## src/hdl/json_string_escaper_assert.svh

```systemverilog
// Assertion macros shared by the JSON string escaper RTL.
`ifndef JSON_STRING_ESCAPER_ASSERT_SVH
`define JSON_STRING_ESCAPER_ASSERT_SVH

// Check that the consequent holds in the same cycle as the antecedent.
`define JSE_ASSERT_SAME(lbl, clk, rst_n, ante, cons) \
  lbl: assert property (@(posedge clk) disable iff (!rst_n) (ante) |-> (cons)) \
    else $error("same-cycle check failed");

// Check that the consequent holds in the cycle after the antecedent.
`define JSE_ASSERT_NEXT(lbl, clk, rst_n, ante, cons) \
  lbl: assert property (@(posedge clk) disable iff (!rst_n) (ante) |=> (cons)) \
    else $error("next-cycle check failed");

`endif

```

## src/hdl/jse_pkg.sv

```systemverilog
// Types and constants shared by the JSON string escaper modules.
`timescale 1ns / 1ps
package jse_pkg;

  // Escape class of one input byte.
  typedef enum logic [1:0] {
    KIND_PLAIN   = 2'd0,
    KIND_SHORT   = 2'd1,
    KIND_UNICODE = 2'd2
  } jse_kind_e;

  // Closing status codes.
  localparam logic [1:0] ST_FITS       = 2'd0;
  localparam logic [1:0] ST_OVER_CAP   = 2'd1;
  localparam logic [1:0] ST_OVER_LIMIT = 2'd2;

  // Characters used in the escaped literal.
  localparam logic [7:0] CH_QUOTE = 8'h22;
  localparam logic [7:0] CH_BSLASH = 8'h5C;
  localparam logic [7:0] CH_U = 8'h75;
  localparam logic [7:0] CH_ZERO = 8'h30;
  localparam logic [7:0] CH_UPPER_A = 8'h41;

  // Size bookkeeping.
  localparam int unsigned SizeW = 17;
  localparam logic [SizeW-1:0] SIZE_QUOTES = 17'd2;
  localparam logic [SizeW-1:0] SIZE_SAT = 17'h10000;

  // One classified item handed from the front to the back.
  typedef struct packed {
    logic        need_open;
    logic        has_byte;
    jse_kind_e   kind;
    logic [7:0]  chr;
    logic        close;
    logic [1:0]  status;
    logic [15:0] total;
  } jse_job_t;

endpackage

```

## src/hdl/jse_front.sv

```systemverilog
// Front end: accepts input beats, classifies bytes and tracks literal size.
`timescale 1ns / 1ps
module jse_front (
  input  logic              clk_i,
  input  logic              rst_ni,
  input  logic              cfg_we_i,
  input  logic [15:0]       cfg_wdata_i,
  input  logic              in_valid_i,
  output logic              in_ready_o,
  input  logic [7:0]        byte_i,
  input  logic              present_i,
  input  logic              eos_i,
  input  logic              q_full_i,
  output logic              push_o,
  output jse_pkg::jse_job_t job_o
);
  import jse_pkg::*;

  logic [15:0]      cap_q;
  logic             inside_q, inside_d;
  logic [SizeW-1:0] size_q, size_d;

  jse_kind_e        kind;
  logic [7:0]       chr;
  logic [2:0]       n_bytes;
  logic [SizeW-1:0] base, sum, sat;
  logic             over;
  logic             accept, useful;

  // Capacity register.
  always_ff @(posedge clk_i or negedge rst_ni) begin
    if (!rst_ni) begin
      cap_q <= 16'hFFFF;
    end else if (cfg_we_i) begin
      cap_q <= cfg_wdata_i;
    end
  end

  // Classify the byte.
  always_comb begin
    kind = KIND_PLAIN;
    chr  = byte_i;
    unique case (byte_i)
      8'h22: begin kind = KIND_SHORT; chr = CH_QUOTE; end
      8'h5C: begin kind = KIND_SHORT; chr = CH_BSLASH; end
      8'h08: begin kind = KIND_SHORT; chr = 8'h62; end
      8'h0C: begin kind = KIND_SHORT; chr = 8'h66; end
      8'h0A: begin kind = KIND_SHORT; chr = 8'h6E; end
      8'h0D: begin kind = KIND_SHORT; chr = 8'h72; end
      8'h09: begin kind = KIND_SHORT; chr = 8'h74; end
      default: begin
        if (byte_i < 8'h20) begin
          kind = KIND_UNICODE;
        end
      end
    endcase
  end

  // Escaped length of this item and the saturating running size.
  always_comb begin
    n_bytes = 3'd0;
    if (present_i) begin
      unique case (kind)
        KIND_PLAIN:   n_bytes = 3'd1;
        KIND_SHORT:   n_bytes = 3'd2;
        KIND_UNICODE: n_bytes = 3'd6;
        default:      n_bytes = 3'd1;
      endcase
    end
    base = inside_q ? size_q : SIZE_QUOTES;
    sum  = base + {{(SizeW-3){1'b0}}, n_bytes};
    over = sum[SizeW-1];
    sat  = over ? SIZE_SAT : sum;
  end

  assign in_ready_o = !q_full_i;
  assign accept     = in_valid_i && in_ready_o;
  assign useful     = present_i || eos_i;
  assign push_o     = accept && useful;

  // Build the job for the back end.
  always_comb begin
    job_o.need_open = !inside_q;
    job_o.has_byte  = present_i;
    job_o.kind      = kind;
    job_o.chr       = chr;
    job_o.close     = eos_i;
    if (over) begin
      job_o.status = ST_OVER_LIMIT;
      job_o.total  = 16'd0;
    end else begin
      job_o.status = (sum[15:0] > cap_q) ? ST_OVER_CAP : ST_FITS;
      job_o.total  = sum[15:0];
    end
  end

  // Advance the literal state; an item with neither byte nor end changes nothing.
  always_comb begin
    inside_d = inside_q;
    size_d   = size_q;
    if (accept && useful) begin
      if (eos_i) begin
        inside_d = 1'b0;
        size_d   = SIZE_QUOTES;
      end else begin
        inside_d = 1'b1;
        size_d   = sat;
      end
    end
  end

  always_ff @(posedge clk_i or negedge rst_ni) begin
    if (!rst_ni) begin
      inside_q <= 1'b0;
      size_q   <= SIZE_QUOTES;
    end else begin
      inside_q <= inside_d;
      size_q   <= size_d;
    end
  end

endmodule

```

## src/hdl/jse_queue.sv

```systemverilog
// Short job queue between the front and back ends.
`timescale 1ns / 1ps
module jse_queue #(
  parameter int unsigned Depth = 4
) (
  input  logic              clk_i,
  input  logic              rst_ni,
  input  logic              push_i,
  input  jse_pkg::jse_job_t job_i,
  output logic              full_o,
  input  logic              pop_i,
  output logic              valid_o,
  output jse_pkg::jse_job_t job_o
);
  import jse_pkg::*;

  localparam int unsigned PtrW = (Depth > 1) ? $clog2(Depth) : 1;
  localparam int unsigned CntW = $clog2(Depth + 1);
  localparam logic [PtrW-1:0] LastPtr = PtrW'(Depth - 1);
  localparam logic [CntW-1:0] FullCnt = CntW'(Depth);

  jse_job_t        slot_q [Depth];
  logic [PtrW-1:0] wr_q, wr_d, rd_q, rd_d;
  logic [CntW-1:0] cnt_q, cnt_d;
  logic            do_push, do_pop;

  assign full_o  = (cnt_q == FullCnt);
  assign valid_o = (cnt_q != '0);
  assign job_o   = slot_q[rd_q];
  assign do_push = push_i && !full_o;
  assign do_pop  = pop_i && valid_o;

  // Advance pointers and fill count.
  always_comb begin
    wr_d  = wr_q;
    rd_d  = rd_q;
    cnt_d = cnt_q;
    if (do_push) begin
      wr_d = (wr_q == LastPtr) ? '0 : wr_q + 1'b1;
    end
    if (do_pop) begin
      rd_d = (rd_q == LastPtr) ? '0 : rd_q + 1'b1;
    end
    if (do_push && !do_pop) begin
      cnt_d = cnt_q + 1'b1;
    end else if (do_pop && !do_push) begin
      cnt_d = cnt_q - 1'b1;
    end
  end

  always_ff @(posedge clk_i or negedge rst_ni) begin
    if (!rst_ni) begin
      wr_q  <= '0;
      rd_q  <= '0;
      cnt_q <= '0;
    end else begin
      wr_q  <= wr_d;
      rd_q  <= rd_d;
      cnt_q <= cnt_d;
    end
  end

  // Store the payload.
  always_ff @(posedge clk_i) begin
    if (do_push) begin
      slot_q[wr_q] <= job_i;
    end
  end

endmodule

```

## src/hdl/jse_back.sv

```systemverilog
// Back end: expands one job into its escaped output bytes, one per beat.
`timescale 1ns / 1ps
module jse_back (
  input  logic              clk_i,
  input  logic              rst_ni,
  input  logic              job_valid_i,
  input  jse_pkg::jse_job_t job_i,
  output logic              pop_o,
  output logic              m_valid_o,
  input  logic              m_ready_i,
  output logic [7:0]        m_byte_o,
  output logic              m_last_o,
  output logic              m_done_o,
  output logic [1:0]        m_status_o,
  output logic [15:0]       m_total_o
);
  import jse_pkg::*;

  logic [2:0]  step_q, step_d;
  logic        valid_q;
  logic [7:0]  byte_q, byte_d;
  logic        last_q, done_d, done_q;
  logic [1:0]  status_q, status_d;
  logic [15:0] total_q, total_d;

  logic [2:0]  blen, j, len_m1;
  logic [3:0]  len;
  logic [7:0]  seq_byte;
  logic        adv, emit, last;

  function automatic logic [7:0] hex_char(input logic [3:0] nib);
    logic [7:0] r;
    if (nib < 4'd10) begin
      r = CH_ZERO + {4'd0, nib};
    end else begin
      r = CH_UPPER_A + {4'd0, nib} - 8'd10;
    end
    return r;
  endfunction

  // Length of the byte part and of the whole job.
  always_comb begin
    blen = 3'd0;
    if (job_i.has_byte) begin
      unique case (job_i.kind)
        KIND_PLAIN:   blen = 3'd1;
        KIND_SHORT:   blen = 3'd2;
        KIND_UNICODE: blen = 3'd6;
        default:      blen = 3'd1;
      endcase
    end
    len    = {3'd0, job_i.need_open} + {1'b0, blen} + {3'd0, job_i.close};
    len_m1 = 3'(len - 4'd1);
    j      = step_q - {2'd0, job_i.need_open};
    last   = (step_q == len_m1);
  end

  // Pick the byte of the escape sequence at position j.
  always_comb begin
    seq_byte = job_i.chr;
    unique case (job_i.kind)
      KIND_PLAIN: seq_byte = job_i.chr;
      KIND_SHORT: seq_byte = (j == 3'd0) ? CH_BSLASH : job_i.chr;
      KIND_UNICODE: begin
        unique case (j)
          3'd0:       seq_byte = CH_BSLASH;
          3'd1:       seq_byte = CH_U;
          3'd2, 3'd3: seq_byte = CH_ZERO;
          3'd4:       seq_byte = hex_char(job_i.chr[7:4]);
          default:    seq_byte = hex_char(job_i.chr[3:0]);
        endcase
      end
      default: seq_byte = job_i.chr;
    endcase
  end

  // Select the beat: opening quote, escaped byte, then closing quote.
  always_comb begin
    byte_d   = CH_QUOTE;
    done_d   = 1'b0;
    status_d = ST_FITS;
    total_d  = 16'd0;
    if (job_i.need_open && step_q == 3'd0) begin
      byte_d = CH_QUOTE;
    end else if (job_i.has_byte && j < blen) begin
      byte_d = seq_byte;
    end else begin
      byte_d   = CH_QUOTE;
      done_d   = 1'b1;
      status_d = job_i.status;
      total_d  = job_i.total;
    end
  end

  assign adv    = !valid_q || m_ready_i;
  assign emit   = adv && job_valid_i;
  assign pop_o  = emit && last;
  assign step_d = pop_o ? 3'd0 : (emit ? step_q + 3'd1 : step_q);

  // Output register control.
  always_ff @(posedge clk_i or negedge rst_ni) begin
    if (!rst_ni) begin
      valid_q <= 1'b0;
      step_q  <= 3'd0;
    end else begin
      step_q <= step_d;
      if (adv) begin
        valid_q <= job_valid_i;
      end
    end
  end

  // Output register payload.
  always_ff @(posedge clk_i) begin
    if (emit) begin
      byte_q   <= byte_d;
      last_q   <= last;
      done_q   <= done_d;
      status_q <= status_d;
      total_q  <= total_d;
    end
  end

  assign m_valid_o  = valid_q;
  assign m_byte_o   = byte_q;
  assign m_last_o   = last_q;
  assign m_done_o   = done_q;
  assign m_status_o = status_q;
  assign m_total_o  = total_q;

endmodule

```

## src/hdl/json_string_escaper.sv

```systemverilog
// Top level of the JSON string escaper.
`timescale 1ns / 1ps
// Streams raw string bytes in and a JSON string literal out: an opening quote
// before the first byte, escapes for quote, backslash, b f n r t and \u00XX for
// other control bytes, and a closing quote on the beat with tlast set at the
// input. The closing quote beat carries literal_done, the escaped size with
// quotes, and a status (fits, over capacity, over 65535); dropping a literal
// that does not fit is up to the consumer. Output runs at one byte per clock while
// the consumer is ready and a job is queued; an item produces up to eight bytes,
// each sent through the single byte-wide output register of the
// expansion stage. The input side takes one beat a cycle while the job queue
// of QueueDepth entries has room, so it runs ahead of a stalled output.
`include "json_string_escaper_assert.svh"
module json_string_escaper #(
  parameter int unsigned QueueDepth = 4
) (
  input  logic        clk_i,
  input  logic        rst_ni,
  input  logic        cfg_we_i,
  input  logic [15:0] cfg_wdata_i,        // capacity
  input  logic        s_axis_tvalid_i,
  output logic        s_axis_tready_o,
  input  logic [7:0]  s_axis_tdata_i,     // [7:0] byte_value
  input  logic [0:0]  s_axis_tuser_i,     // [0] byte_present
  input  logic        s_axis_tlast_i,     // end_of_string
  output logic        m_axis_tvalid_o,
  input  logic        m_axis_tready_i,
  output logic [23:0] m_axis_tdata_o,     // [7:0] out_byte, [23:8] total_size
  output logic [2:0]  m_axis_tuser_o,     // [0] literal_done, [2:1] status
  output logic        m_axis_tlast_o      // last_of_run
);
  import jse_pkg::*;

  jse_job_t   push_job, head_job;
  logic       push, q_full, q_valid, pop;
  logic [7:0] out_byte;
  logic       out_done;
  logic [1:0] out_status;
  logic [15:0] out_total;

  // Accept and classify.
  jse_front u_front (
    .clk_i       (clk_i),
    .rst_ni      (rst_ni),
    .cfg_we_i    (cfg_we_i),
    .cfg_wdata_i (cfg_wdata_i),
    .in_valid_i  (s_axis_tvalid_i),
    .in_ready_o  (s_axis_tready_o),
    .byte_i      (s_axis_tdata_i),
    .present_i   (s_axis_tuser_i[0]),
    .eos_i       (s_axis_tlast_i),
    .q_full_i    (q_full),
    .push_o      (push),
    .job_o       (push_job)
  );

  // Decouple front and back.
  jse_queue #(
    .Depth (QueueDepth)
  ) u_queue (
    .clk_i   (clk_i),
    .rst_ni  (rst_ni),
    .push_i  (push),
    .job_i   (push_job),
    .full_o  (q_full),
    .pop_i   (pop),
    .valid_o (q_valid),
    .job_o   (head_job)
  );

  // Expand into output beats.
  jse_back u_back (
    .clk_i       (clk_i),
    .rst_ni      (rst_ni),
    .job_valid_i (q_valid),
    .job_i       (head_job),
    .pop_o       (pop),
    .m_valid_o   (m_axis_tvalid_o),
    .m_ready_i   (m_axis_tready_i),
    .m_byte_o    (out_byte),
    .m_last_o    (m_axis_tlast_o),
    .m_done_o    (out_done),
    .m_status_o  (out_status),
    .m_total_o   (out_total)
  );

  assign m_axis_tdata_o = {out_total, out_byte};
  assign m_axis_tuser_o = {out_status, out_done};

  // Closing quote always ends the run of its item.
  `JSE_ASSERT_SAME(a_done_is_last, clk_i, rst_ni, m_axis_tvalid_o && out_done,
                   m_axis_tlast_o && out_byte == CH_QUOTE)
  // Size and status appear only on the closing quote.
  `JSE_ASSERT_SAME(a_meta_on_close, clk_i, rst_ni, m_axis_tvalid_o && !out_done,
                   out_status == ST_FITS && out_total == 16'd0)
  // Overflowed literal reports no size; otherwise the size counts both quotes.
  `JSE_ASSERT_SAME(a_total_consistent, clk_i, rst_ni, m_axis_tvalid_o && out_done,
                   (out_status == ST_OVER_LIMIT && out_total == 16'd0) ||
                   (out_status != ST_OVER_LIMIT && out_total >= 16'd2))
  // Queue never accepts while full, so input ready drops with a full queue.
  `JSE_ASSERT_SAME(a_ready_vs_full, clk_i, rst_ni, q_full, !s_axis_tready_o)

endmodule

```

## config.mk

```make
export PLATFORM = sky130hd
export DESIGN_NAME = json_string_escaper
export DESIGN_NICKNAME = d
export VERILOG_FILES = /design/src/hdl/jse_pkg.sv /design/src/hdl/jse_front.sv /design/src/hdl/jse_queue.sv /design/src/hdl/jse_back.sv /design/src/hdl/json_string_escaper.sv
export VERILOG_INCLUDE_DIRS = /design/src /design/src/hdl
export SDC_FILE = /design/constraint.sdc
export NUM_CORES = 1
export LEC_CHECK = 0
export ABC_AREA = 1
export BUFFER_PORTS_ARGS = -buffer_cell sky130_fd_sc_hd__buf_4
export CAP_MARGIN = 20
export CELL_PAD_IN_SITES_DETAIL_PLACEMENT = 1
export CELL_PAD_IN_SITES_GLOBAL_PLACEMENT = 2
export CORE_MARGIN = 4
export CORE_UTILIZATION = 30
export DETAILED_ROUTE_END_ITERATION = 10
export GPL_TIMING_DRIVEN = 0
export PLACE_DENSITY = 0.68
export SYNTH_ARGS = -nofsm -noshare
export SYNTH_HDL_FRONTEND = slang
export SYNTH_HIERARCHICAL = 1
export SYNTH_SLANG_ARGS = --single-unit
```

## constraint.sdc

```tcl
create_clock -name clk_i -period 4.25 [get_ports clk_i]
set_clock_uncertainty 0.15 [all_clocks]
set_input_delay 0.425 -clock clk_i [delete_from_list [all_inputs] [get_ports clk_i]]
set_output_delay 0.425 -clock clk_i [all_outputs]
set_load 0.01 [all_outputs]
```

---- Word-level counts from Yosys, hierarchy flattened ----
Memory sizes are Yosys's and may differ from the RTL's.
Cells that the tools add are included.
W data, S select, Z words.
word-level totals
  output and inout port bits .............. 30
  memories kept ........................... 1
  RAM bits ................................ 124
  bits in registers ....................... 73
  word-level logic and storage cells ...... 108
memory list
  name            depth  width  rd ports  clocked after memory_dff  write ports  RTL line         RTL
  u_queue.slot_q  4      31     1         0                         1            jse_queue.sv:22  jse_job_t slot_q [Depth];
operators by class
  reductions and logical operators ........ 26
  bitwise gates (word level) .............. 1
  muxes and demuxes ....................... 27
  equality and inequality tests ........... 19
  magnitude comparators ................... 5
  $add $sub $neg .......................... 16
operators by type and width
  cell                   count
  $pmux W8 S7            1
  $mux W17               3
  $eq A8 B4 Y1 const B   5
  $pmux W8 S4            1
  $mux W8                3
  $mux W18               1
  $mux W3                6
  $add A17 B3 Y17        1
  $add A7 B4 Y8 const A  2
  $gt A16 B16 Y1         1
  $pmux W8 S2            1
  $sub A8 B4 Y8 const B  2
  $add A6 B4 Y7 const A  2
  $pmux W3 S2            2
  $logic_and A1 B1 Y1    10
  $eq A2 B2 Y1 const B   4
  $eq A8 B6 Y1 const B   1
  $eq A8 B7 Y1 const B   1
  $lt A4 B4 Y1 const B   2
  $lt A8 B6 Y1 const B   1
  $mux W2                4
  $reduce_or A7 Y1       1
  $add A3 B1 Y3 const B  2
  $eq A3 B2 Y1 const B   2
  18 further kinds       35

---- Longest topological paths before layout ----
An unclocked memory read counts as a cell.
  depth in word-level cells ............... 13
  depth in mapped cells ................... 29

---- Hierarchy ----
Netlist, hierarchy kept.
modules (own cells, without submodules)
  module               cells an instance  area an instance (um2)  instances
  jse_queue            422                5526.6                  1
  jse_front            402                2758.9                  1
  jse_back             240                2035.7                  1
  json_string_escaper  1                  7.5                     1

---- Least setup slack after synthesis ----
OpenSTA, ideal clock, no wires.
  path kind ............................... flip-flop to flip-flop
  start point ............................. register u_queue.rd_q[0]
  end point ............................... register u_queue.cnt_q[1]
  arrival ................................. 3612 ps
  path slack .............................. 362 ps
  stages on the path, launching flop included .. 23
  path buffers ............................ 4
  cell sequence ........................... dfrtp_1 buf_6 buf_6 buf_6 o211ai_2 nand2_1 ha_1 buf_6 nand2_1 ha_1 inv_1 ha_1 ha_1 xor2_1 nor2_1 nand3_2 inv_1 nand2_1 ha_1 inv_1 fa_1 nand2_1 o21ai_0
RTL lines
  item                    RTL line         RTL
  start, declared         jse_queue.sv:23  logic [PtrW-1:0] wr_q, wr_d, rd_q, rd_d;
  start signal, assigned  jse_queue.sv:58  rd_q <= rd_d;
  end signal, assigned    jse_queue.sv:59  cnt_q <= cnt_d;
  end, declared           jse_queue.sv:24  logic [CntW-1:0] cnt_q, cnt_d;

==> results list <==
- Run status: complete, no violations
- Crit-path cells: buf_6, clkbuf_4, o211ai_1, nand2_2, inv_1, ha_4, buf_4, inv_2, nand2_1, xnor2_1, ha_1, xor2_1, nor2_2, nand3_2, inv_2, nand2_4, ha_4, inv_2, fa_2, nand2_1, o21ai_0
* Post-synthesis cell type with the largest combined area: edfxtp_1
* Slew headroom: 54.91%
* Final total negative setup slack: 0 ns
- STA puts the critical path data required time at 4.42 ns.
* Cell with the biggest individual delay on the critical path: fa_2
- Via total after detailed routing: 7,282
- Each instance of the synthesized netlist takes up on average 9.698 sq um.
* Height of the chip: 193.6 um
* Skew-Pair Late Insertion Delay: 0.44 ns
- Element type at the critical path end: register
* Power per cell area: 667.5 nW/um^2
- For this configuration, the core starts out at a cell density of 30.57%.
* Highest fanout seen on the critical path: 10
- The repair_antennas step left the layout with diodes totalling 0.
- Count of buffering cells on the critical path with inverters included: 7
- Peak ir drop on the vdd network: 0.3133 mV
- The H-tree generated during clock tree synthesis spans 4 levels.
- Most common cell in the synthesized netlist: nand2_1
* Mapped Nets: 1,136
- Yosys mapped a number of flops with a built-in enable equal to 152.
- Routed wirelength normalized by instance count: 16.57 um
- Remaining antenna violation count: 0
- Number of synthesized register bits: 197
* Ranking of synthesized cells by instance count: 276 x nand2_1, 198 x inv_1, 152 x edfxtp_1
- The area growth from synthesis to layout is 18.27%.
- Hold WS: 0.03886 ns
- Grouping stages by cell kind, the critical path spends the most delay in adder cells.
- The count of pins over their slew limit came to 0.
- Global route overflow: 0
- Total GRT Usage: 14.66%
- For this block, the routed nets add up to 26,790 um of wire.
* Sum of met3 wire segment lengths after detailed routing: 634 um
- Number of instances in the synthesized netlist: 1,065
- The highest metal layer carrying signal wires in the routed design is met4.
- Number of antenna violations at the first check in global routing: 0
* Fraction of synthesized cell area taken by the top area cell type: 44.19%
- The first global-routing pass estimated 43,070 um of wire.
- Number of sinks on the clock net: 197
- Timing would allow up to 249.0 MHz.
- Maximum number of pins on one net before global-route repair: 46
- Worst hold path class: primary input to register
* Layout Nets: 1,227
- Longest individual stage delay on the worst path: 0.43 ns
* Horiz. Die Dim: 193.6 um
* Leakage: 5.505 nW
- Setup violations remaining at the end of the flow were counted as 0.
- # port buffers: 60
- Once detailed placement completed, the half-perimeter wirelength came to 19,660 um.
- The pre-antenna-repair detailed-routing pass consisted of 4 iterations.
- The number of endpoints with negative hold slack in the final report came to 0.
- In the synthesized netlist the dominant register cell turns out to be edfxtp_1.
- CTS buffer count: 17
* Number of top-level pins: 61
* Leading post-synthesis cells by cell area: edfxtp_1 44%, nand2_1 10%, inv_1 7.2%
* Netlist Area Pre-Place: 10,330 sq um
- Proportion of synthesized chip area in sequential cells: 55.30%
* Part of the cycle the worst path needs: 94.51%
- Arrival time reported for the critical path endpoint: 4.19 ns
- Number of max-cap violations: 0
- The routed design uses 12,910 um of met2 wire.
- The worst path needs 4.017 ns of the cycle, external delays included.
- For this run, the number of Yosys warnings is 6.
* DRC Markers: 0
- Wire length on met1: 12,870 um
* Count of cell types in the netlist: 38
- Via count of the first global-routing pass: 7,732
- The worst setup path is launched from a register.
* Std-Cell Core Area: 33,780 sq um
- Clock-pin slew was measured on the worst setup and hold paths at 0.08 ns.
- Crit Path Category: register to register
* Clock tree root buffer cell: clkbuf_16
- RD Place Congestion: 0.7868
- Row generation in the floorplan step produced 67 rows.
- Area of the die: 37,460 sq um
- Share of flip-flops with an asynchronous set or reset after synthesis: 22.84%
- In the routed layout, each cell is associated on average with a via count of 4.503.
* Detailed router's first-iteration violation count: 270
- CTS tree: built
* Slew at the pin closest to its max-slew limit: 0.6764 ns
* Fraction of layout instances using a drive strength above 1: 21.64%
- In this run the deepest clock path goes through 2 buffers.
- Most used cell along the critical path: inv_2
## per-layer routing
| metal | up-vias | global-route usage (%) |
|---|---|---|
| met4 | 0 | 4.065 |
| met2 | 75 | 24.61 |
| li1 | 3634 | - |
| met3 | 20 | 2.331 |
| met1 | 3553 | 19.77 |
| met5 | - | 0 |
## worst register-to-register path, cell delays in order (launching register included)
cell and delay [ns]:
dfrtp_1 0.39, buf_6 0.14, clkbuf_4 0.21, o211ai_1 0.24
nand2_2 0.13, inv_1 0.13, ha_4 0.22, buf_4 0.17
inv_2 0.09, nand2_1 0.10, xnor2_1 0.15, ha_1 0.30
xor2_1 0.16, nor2_2 0.15, nand3_2 0.11, inv_2 0.13
nand2_4 0.09, ha_4 0.19, inv_2 0.07, fa_2 0.43
nand2_1 0.07, o21ai_0 0.07
## through the flow
stage               power (mW)  std cells  setup WS [ns]  area, sq um  util, %
floorplan                5.222       1065         0.3619        10330        -
global placement         6.406       1573        -0.5696        11340    33.57
detailed placement       6.531       1578        -0.5776        11480    33.97
CTS                      8.167       1612       0.001081        12080    35.74
global route             8.839       1617      -0.002539        12220    36.16
finish                   8.153       1617         0.2335        12220    36.16
## report_power, final
group / switching (mW) / internal (mW) / leakage (nW)
combinational: 2.43 / 1.39 / 3.33
clock: 0.771 / 0.768 / 0.273
sequential: 0.145 / 2.65 / 1.90
total: 3.35 / 4.80 / 5.51
## repair_timing
item,CTS,global route
setup buffers,1,6
hold buffers,1,0
endpoints found under the hold margin,28,0
gates cloned,0,0
pin swaps,2,5
gates resized for setup,11,25
endpoints found under the setup margin,6,6
## worst paths after layout
check / slack [ns] / end / from / depth (start not counted)
min in group asynchronous: 0.41 / u_queue/rd_q[0] / rst_ni / 2
worst min-delay path: 0.04 / u_front/cap_q[4] / cfg_wdata_i[4] / 3
worst max register to register: 0.23 / u_queue/cnt_q[1] / u_queue/rd_q[0] / 21
worst min register to register: 0.34 / u_front/size_q[0] / u_front/size_q[0] / 2
worst max-delay path: 0.23 / u_queue/cnt_q[1] / u_queue/rd_q[0] / 21
max in group asynchronous: 3.09 / u_front/size_q[10] / rst_ni / 2
## registers in the layout, summed over array words and instances (netlist names)
register and cells:
u_back/m_done_o 1, u_front/cap_q 16, u_back/m_last_o 1, u_queue/wr_q 2, u_front/size_q 17, u_back/m_total_o 16
u_queue/cnt_q 3, u_queue/slot_q 124, u_back/m_valid_o 1, u_back/m_status_o 2, u_front/inside_q 1, u_queue/rd_q 2
u_back/m_byte_o 8, u_back/step_q 3
## cell usage in the layout, fill, tap and decap left out, types with 28 or more instances in the layout
master	count
nor2_1	60
dfrtp_1	28
nand2_1	271
ha_1	36
edfxtp_1	152
buf_4	72
o211ai_1	35
inv_1	196
nand3_1	52
o211ai_2	30
o21ai_0	28
## cell type report
type / count / area, sq um
Fill cell: 3858 / 21570
Clock buffer: 18 / 429.2
Multi-Input combinational cell: 629 / 3710
Sequential cell: 197 / 5712
Buffer: 35 / 304.0
Inverter: 203 / 764.5
Timing Repair Buffer: 73 / 613.1
Tap cell: 448 / 560.5
Clock inverter: 14 / 122.6
## logic make-up (layout without fill, tap and decap cells)
group | after synthesis | count (layout) | share of synthesized area (%)
fa+ha+maj | 40 | 40 | 4.991
buf+inv | 239 | 343 | 9.933
flops | 197 | 197 | 55.30
xor+xnor | 12 | 12 | 1.018
simple gates | 454 | 454 | 19.35
mux | 1 | 1 | 0.1090
compound gates | 122 | 122 | 9.303
No activity file was read; power rests on OpenSTA's default activity.
